## config.mk

```make
export PLATFORM = sky130hd
export DESIGN_NAME = cpu_alu_8bit_with_flags
export DESIGN_NICKNAME = d
export VERILOG_FILES = /design/src/hw/rtl/calu_pkg.sv /design/src/hw/rtl/cpu_alu_8bit_with_flags.sv
export VERILOG_INCLUDE_DIRS = /design/src /design/src/hw/rtl
export SDC_FILE = /design/constraint.sdc
export NUM_CORES = 1
export LEC_CHECK = 0
export BUFFER_PORTS_ARGS = -buffer_cell sky130_fd_sc_hd__clkbuf_2
export CORE_MARGIN = 10
export CORE_UTILIZATION = 67
export CTS_CLUSTER_DIAMETER = 200
export DETAILED_ROUTE_END_ITERATION = 10
export PLACE_DENSITY = 0.87
export SETUP_SLACK_MARGIN = 0.4
export SLEW_MARGIN = 15
export SYNTH_ARGS = -nofsm -noshare
export SYNTH_HDL_FRONTEND = slang
export SYNTH_SLANG_ARGS = --single-unit
```

## constraint.sdc

```tcl
create_clock -name clk_i -period 9.8 [get_ports clk_i]
set_input_delay 0.98 -clock clk_i [delete_from_list [all_inputs] [get_ports clk_i]]
set_output_delay 0.98 -clock clk_i [all_outputs]
set_load 0.005 [all_outputs]
```

## src/hw/rtl/cpu_alu_8bit_with_flags_assert.svh

```systemverilog
// ----------------------------------------------------------------------------
// ALU assertion macros
// Clocked assertion shorthands for the 8-bit ALU; reset disables each check.
// ----------------------------------------------------------------------------
`ifndef CPU_ALU_8BIT_WITH_FLAGS_ASSERT_SVH
`define CPU_ALU_8BIT_WITH_FLAGS_ASSERT_SVH

// same-cycle implication
`define CALU_ASSERT_NOW(label, ante, cons, msg) \
  label: assert property (@(posedge clk_i) disable iff (!rst_ni) (ante) |-> (cons)) \
    else $error(msg);

// next-cycle implication
`define CALU_ASSERT_NEXT(label, ante, cons, msg) \
  label: assert property (@(posedge clk_i) disable iff (!rst_ni) (ante) |=> (cons)) \
    else $error(msg);

`endif

```

## src/hw/rtl/calu_pkg.sv

```systemverilog
// ----------------------------------------------------------------------------
// ALU package
// Command codes, flag positions and widths of the 8-bit ALU.
// ----------------------------------------------------------------------------
`timescale 1ns / 1ps

package calu_pkg;

  localparam int unsigned DataW  = 8;
  localparam int unsigned CmdW   = 5;
  localparam int unsigned FlagW  = 4;

  localparam int unsigned FlagZ = 3;
  localparam int unsigned FlagN = 2;
  localparam int unsigned FlagH = 1;
  localparam int unsigned FlagC = 0;

  typedef enum logic [CmdW-1:0] {
    CMD_ADD  = 5'd0,
    CMD_ADC  = 5'd1,
    CMD_SUB  = 5'd2,
    CMD_SBC  = 5'd3,
    CMD_AND  = 5'd4,
    CMD_OR   = 5'd5,
    CMD_XOR  = 5'd6,
    CMD_CP   = 5'd7,
    CMD_INC  = 5'd8,
    CMD_DEC  = 5'd9,
    CMD_RLC  = 5'd10,
    CMD_RL   = 5'd11,
    CMD_RRC  = 5'd12,
    CMD_RR   = 5'd13,
    CMD_CPL  = 5'd14,
    CMD_CCF  = 5'd15,
    CMD_SCF  = 5'd16,
    CMD_LOAD = 5'd17
  } cmd_e;

endpackage

```

## src/hw/rtl/cpu_alu_8bit_with_flags.sv

```systemverilog
// ----------------------------------------------------------------------------
// 8-bit ALU with flags
// Accumulator ALU with zero, subtract, half-carry and carry flags.
// ----------------------------------------------------------------------------
// Input channel: in_valid_i / in_stall_o carry a word of command_i and
// operand_i. Output channel: out_valid_o / out_stall_i carry a word of
// result_o and the four flag bits after the operation.
// An accepted word is held in the input register; from there it runs against
// the accumulator and flags and loads the result register, which offers the
// result on result_o and the flag outputs.
// Throughput is one word per cycle while out_stall_i is low; the accumulator
// and flag registers update in the same edge that loads the result register.
// When the receiver stalls, the result register holds its word, the input
// register holds the next one, and in_stall_o rises once both are full.
// Reset clears the accumulator, all flags and both valid bits.
// Commands 18 to 31 change nothing and return the accumulator and flags.
`timescale 1ns / 1ps

`include "cpu_alu_8bit_with_flags_assert.svh"

module cpu_alu_8bit_with_flags
  import calu_pkg::*;
(
  input  logic              clk_i,
  input  logic              rst_ni,
  input  logic              in_valid_i,
  output logic              in_stall_o,
  input  logic [CmdW-1:0]   command_i,
  input  logic [DataW-1:0]  operand_i,
  output logic              out_valid_o,
  input  logic              out_stall_i,
  output logic [DataW-1:0]  result_o,
  output logic              zero_flag_o,
  output logic              subtract_flag_o,
  output logic              half_carry_flag_o,
  output logic              carry_flag_o
);

  logic              s1_valid_q;
  logic [CmdW-1:0]   s1_cmd_q;
  logic [DataW-1:0]  s1_op_q;
  logic              out_valid_q;
  logic [DataW-1:0]  res_q;
  logic [FlagW-1:0]  oflags_q;
  logic [DataW-1:0]  acc_q, acc_d;
  logic [FlagW-1:0]  flags_q, flags_d;
  logic [DataW-1:0]  res_d;

  logic              out_load;
  logic              adv;
  logic              in_take;

  logic              cin_a, cin_s, cy;
  logic [DataW:0]    add_sum, sub_dif;
  logic [4:0]        add_half, sub_half;
  logic [DataW-1:0]  op;

  assign out_load   = !out_valid_q || !out_stall_i;
  assign adv        = s1_valid_q && out_load;
  assign in_stall_o = s1_valid_q && !out_load;
  assign in_take    = in_valid_i && !in_stall_o;

  always_comb begin
    op       = s1_op_q;
    cy       = flags_q[FlagC];
    cin_a    = (s1_cmd_q == CMD_ADC) && cy;
    cin_s    = (s1_cmd_q == CMD_SBC) && cy;
    add_sum  = {1'b0, acc_q} + {1'b0, op} + {{DataW{1'b0}}, cin_a};
    add_half = {1'b0, acc_q[3:0]} + {1'b0, op[3:0]} + {4'd0, cin_a};
    sub_dif  = {1'b0, acc_q} - {1'b0, op} - {{DataW{1'b0}}, cin_s};
    sub_half = {1'b0, acc_q[3:0]} - {1'b0, op[3:0]} - {4'd0, cin_s};
    res_d    = acc_q;
    acc_d    = acc_q;
    flags_d  = flags_q;
    unique case (s1_cmd_q) inside
      CMD_ADD, CMD_ADC: begin
        res_d   = add_sum[DataW-1:0];
        acc_d   = res_d;
        flags_d = {res_d == '0, 1'b0, add_half[4], add_sum[DataW]};
      end
      CMD_SUB, CMD_SBC: begin
        res_d   = sub_dif[DataW-1:0];
        acc_d   = res_d;
        flags_d = {res_d == '0, 1'b1, sub_half[4], sub_dif[DataW]};
      end
      CMD_CP: begin
        flags_d = {sub_dif[DataW-1:0] == '0, 1'b1, sub_half[4], sub_dif[DataW]};
      end
      CMD_AND: begin
        res_d   = acc_q & op;
        acc_d   = res_d;
        flags_d = {res_d == '0, 1'b0, 1'b1, 1'b0};
      end
      CMD_OR: begin
        res_d   = acc_q | op;
        acc_d   = res_d;
        flags_d = {res_d == '0, 3'b000};
      end
      CMD_XOR: begin
        res_d   = acc_q ^ op;
        acc_d   = res_d;
        flags_d = {res_d == '0, 3'b000};
      end
      CMD_INC: begin
        res_d   = op + 8'd1;
        flags_d = {res_d == '0, 1'b0, op[3:0] == 4'hF, cy};
      end
      CMD_DEC: begin
        res_d   = op - 8'd1;
        flags_d = {res_d == '0, 1'b1, op[3:0] == 4'h0, cy};
      end
      CMD_RLC: begin
        res_d   = {op[DataW-2:0], op[DataW-1]};
        flags_d = {res_d == '0, 2'b00, op[DataW-1]};
      end
      CMD_RL: begin
        res_d   = {op[DataW-2:0], cy};
        flags_d = {res_d == '0, 2'b00, op[DataW-1]};
      end
      CMD_RRC: begin
        res_d   = {op[0], op[DataW-1:1]};
        flags_d = {res_d == '0, 2'b00, op[0]};
      end
      CMD_RR: begin
        res_d   = {cy, op[DataW-1:1]};
        flags_d = {res_d == '0, 2'b00, op[0]};
      end
      CMD_CPL: begin
        res_d   = ~acc_q;
        acc_d   = res_d;
        flags_d = {flags_q[FlagZ], 1'b1, 1'b1, cy};
      end
      CMD_CCF: begin
        flags_d = {flags_q[FlagZ], 2'b00, !cy};
      end
      CMD_SCF: begin
        flags_d = {flags_q[FlagZ], 2'b00, 1'b1};
      end
      CMD_LOAD: begin
        res_d   = op;
        acc_d   = op;
      end
      default: begin
        res_d   = acc_q;
      end
    endcase
  end

  always_ff @(posedge clk_i or negedge rst_ni) begin
    if (!rst_ni) begin
      s1_valid_q  <= 1'b0;
      out_valid_q <= 1'b0;
      acc_q       <= '0;
      flags_q     <= '0;
    end else begin
      if (!s1_valid_q || out_load) begin
        s1_valid_q <= in_take;
      end
      if (out_load) begin
        out_valid_q <= s1_valid_q;
      end
      if (adv) begin
        acc_q   <= acc_d;
        flags_q <= flags_d;
      end
    end
  end

  always_ff @(posedge clk_i) begin
    if (in_take) begin
      s1_cmd_q <= command_i;
      s1_op_q  <= operand_i;
    end
    if (adv) begin
      res_q    <= res_d;
      oflags_q <= flags_d;
    end
  end

  assign out_valid_o       = out_valid_q;
  assign result_o          = res_q;
  assign zero_flag_o       = oflags_q[FlagZ];
  assign subtract_flag_o   = oflags_q[FlagN];
  assign half_carry_flag_o = oflags_q[FlagH];
  assign carry_flag_o      = oflags_q[FlagC];

  `CALU_ASSERT_NEXT(a_acc_hold, !adv, $stable(acc_q) && $stable(flags_q),
    "accumulator or flags changed without an advancing word")
  `CALU_ASSERT_NEXT(a_adv_fills_out, adv, out_valid_q,
    "advanced word did not reach the result register")
  `CALU_ASSERT_NOW(a_no_adv_stalled, out_valid_q && out_stall_i, !adv,
    "word advanced into a stalled result register")
  `CALU_ASSERT_NEXT(a_sub_flag,
    adv && (s1_cmd_q == CMD_SUB || s1_cmd_q == CMD_SBC || s1_cmd_q == CMD_CP),
    flags_q[FlagN] && subtract_flag_o, "subtract flag not set by a subtract")
  `CALU_ASSERT_NEXT(a_cp_keeps_acc, adv && s1_cmd_q == CMD_CP,
    $stable(acc_q) && result_o == acc_q, "compare altered the accumulator")

endmodule

```

==> flow_summary.json <==
{
  "status": "completed",
  "dieArea_mm2": 0.00958,
  "crit_path_start_kind": "flop",
  "cts_max_path_buffers": 2,
  "synth_ff_type": "edfxtp_1",
  "min_path_cells": 1,
  "gr-total-overflow": 0,
  "nNetsFinal": 529,
  "clock-root-buffer": "clkbuf_8",
  "drv_slew": 0,
  "rsz0062_at_grt": "no",
  "wl_per_cell_um": 24.6,
  "post_cts_buffers": 0,
  "die_w_um": 97.9,
  "finalSetupViolations": 0,
  "fmax_mhz": 247,
  "period_minus_slack_ps": 4050,
  "drt-initial-drc-count": 548,
  "syn2layout_area_growth_pct": 5.08,
  "p_leak_nw": 1.66,
  "synth_top_area_cell": "edfxtp_1",
  "critPathKind": "reg -> reg",
  "avgSynthCellArea_um2": 8.80,
  "via_per_inst": 7.49,
  "synth_cell_type_count": 79,
  "ios": 31,
  "grt_util_all_layers_pct": 27.3,
  "netlist_area_mm2": 0.00406,
  "placed_area_mm2": 0.00416,
  "synth_fp_nets": 518,
  "grt_pass1_vias": 3977,
  "synth_edf_count": 25,
  "total_power_mw": 0.893,
  "drtPass1Iterations": 7,
  "antenna_found_initial": 0,
  "cts_buffers": 5,
  "die_h_um": 97.9,
  "wl_um": 13500,
  "antennaDiodeCount": 0,
  "hold_violations": 0,
  "tightestPinTransition_ps": 1010,
  "drive_above_1_share_pct": 12.0,
  "initial_utilization_pct": 68.6,
  "r2r_start": "s1_cmd_q[0]$_DFFE_PP_",
  "synthTopCellsByArea": "edfxtp_1 (18%), ha_1 (11%), dfrtp_1 (8.6%)",
  "fin_area_mm2": 0.00427,
  "hold_class": "reg -> reg",
  "end_kind": "flop",
  "routabilityCongestion": 1.04,
  "fin_crit_sh_pct": 41.3,
  "grt_max_degree": 29,
  "grt_pass1_wl_um": 21600,
  "slew_headroom_pct": 32.9,
  "cts_tree": "done",
  "required_ps": 9850,
  "ctsResizeCount": 0,
  "core_area_mm2": 0.00592,
  "ir_worst_vdd_mv": 0.113,
  "via_count": 4114,
  "cp_data_arrival_time_ps": 4100,
  "synth_seq_cells": 39,
  "crit_fanout": 22,
  "tns_ps": 0,
  "port_buffers": 30,
  "yosysSeqAreaShare_pct": 27.1,
  "worstSetupStartpoint": "s1_cmd_q[0]$_DFFE_PP_",
  "synthTopCellsByCount": "nor2_1 (37), ha_1 (35), inv_1 (30)",
  "path_clk_slew_ps": 90,
  "reg2regPathDepth": 11,
  "clock_latency_ps": 300,
  "syn_inst": 462,
  "clock_skew_ps": 5.36,
  "power_density_mw_per_mm2": 209,
  "ys_warn_count": 0,
  "cts.sinks": 39,
  "min_from": "s1_valid_q$_DFFE_PN0N_",
  "rows": 28,
  "final_antenna_net_count": 0,
  "hpwl_um": 10200,
  "h-tree-depth": 2,
  "cap_violations": 0,
  "synth.most_common_cell": "nor2_1",
  "async_reset_ff_share_pct": 35.9,
  "synth_top_area_share_pct": 18.5,
  "postCtsHoldBufs": 0,
  "drc_errors": 0
}
==> cell families after synthesis <==
kind of cell               Yosys count  synth area share [%]
and+or+nand+nor                    154                  21.9
buffers and inverters               60                  6.93
adders and majority gates           39                  12.7
xor gates and xnor gates            24                  5.17
muxes                                3                 0.739
AOI/OAI and AO/OA                  143                  25.4
DFF                                 39                  27.1
==> final cells by class <==
type / instances / area (µm²)
Multi-Input combinational cell: 363 / 2680
Fill cell: 444 / 1650
Sequential cell: 39 / 1100
Timing Repair Buffer: 31 / 158
Inverter: 33 / 124
Tap cell: 75 / 93.8
Clock buffer: 5 / 68.8
Clock inverter: 3 / 43.8
==> registers in the layout (all words and copies together), names as in the netlist <==
register,flops
s1_valid_q,1
result_o,8
flags_q,4
out_valid_o,1
acc_q,8
oflags_q,4
op,8
s1_cmd_q,5
==> power by group <==
group | leakage, nW | internal [mW] | switching [mW]
Sequential | 0.402 | 0.209 | 0.0472
Combinational | 1.20 | 0.183 | 0.313
Clock | 0.0581 | 0.0759 | 0.0644
==> per-layer routing <==
metal / up-vias / wire, µm / share of wire [%] / track usage, %
met4: 0 / 821 / 6.1 / 15.3
met1: 1892 / 4920 / 36 / 33.4
met3: 83 / 1730 / 13 / 6.48
met2: 370 / 6040 / 45 / 43.1
met5: - / 0 / 0 / 0
li1: 1769 / - / - / -
==> placed cells by master, fill, tap and decap left out, types with 4 or more instances in the layout <==
cell type	instances
a211oi_1	10
a21oi_1	24
a221oi_1	7
a22oi_1	9
a2bb2oi_1	4
a31oi_1	6
and2_1	6
clkbuf_2	30
clkbuf_8	5
dfrtp_1	14
edfxtp_1	25
fa_1	4
ha_1	35
inv_1	30
nand2_1	25
nand2b_1	9
nand3_1	14
nand4_1	9
nor2_1	37
nor2b_1	6
nor3_1	10
nor3b_1	5
nor4_1	11
o211ai_1	9
o21ai_0	19
o22a_1	4
o22ai_1	6
xnor2_1	19
xor2_1	5
==> stage by stage <==
| step | instances | setup slack [ps] | hold WS (ps) | util [%] |
|---|---|---|---|---|
| after global placement | 541 | 6030 | 467 | 70.2 |
| after detailed placement | 541 | 5930 | 486 | 70.2 |
| after floorplan | 462 | 6380 | 457 | - |
| after CTS | 549 | 5890 | 503 | 72.1 |
| final | 549 | 5750 | 499 | 72.1 |
| after global routing | 549 | 5590 | 527 | 72.1 |
==> critical path: stages (launching register included) <==
cell and delay [ps]:
edfxtp_1 900, nand2_1 180, nor4_1 310, nand2b_1 150, fa_1 420, fa_1 410, nand2b_1 200, a211oi_1 410
nor3_1 80, o21ai_0 310, nor2_1 80, o32a_1 340
==> worst paths after layout <==
check	slack, ps	to
min in group asynchronous	610	flags_q[0]$_DFFE_PN0P_
worst max-delay path	5750	result_o[6]$_DFFE_PP_
max in group asynchronous	8870	acc_q[6]$_DFFE_PN0P_
worst max register to register	5750	result_o[6]$_DFFE_PP_
worst min-delay path	500	out_valid_o$_DFFE_PN0P_
worst min register to register	500	out_valid_o$_DFFE_PN0P_
No activity file was read; power rests on OpenSTA's default activity.
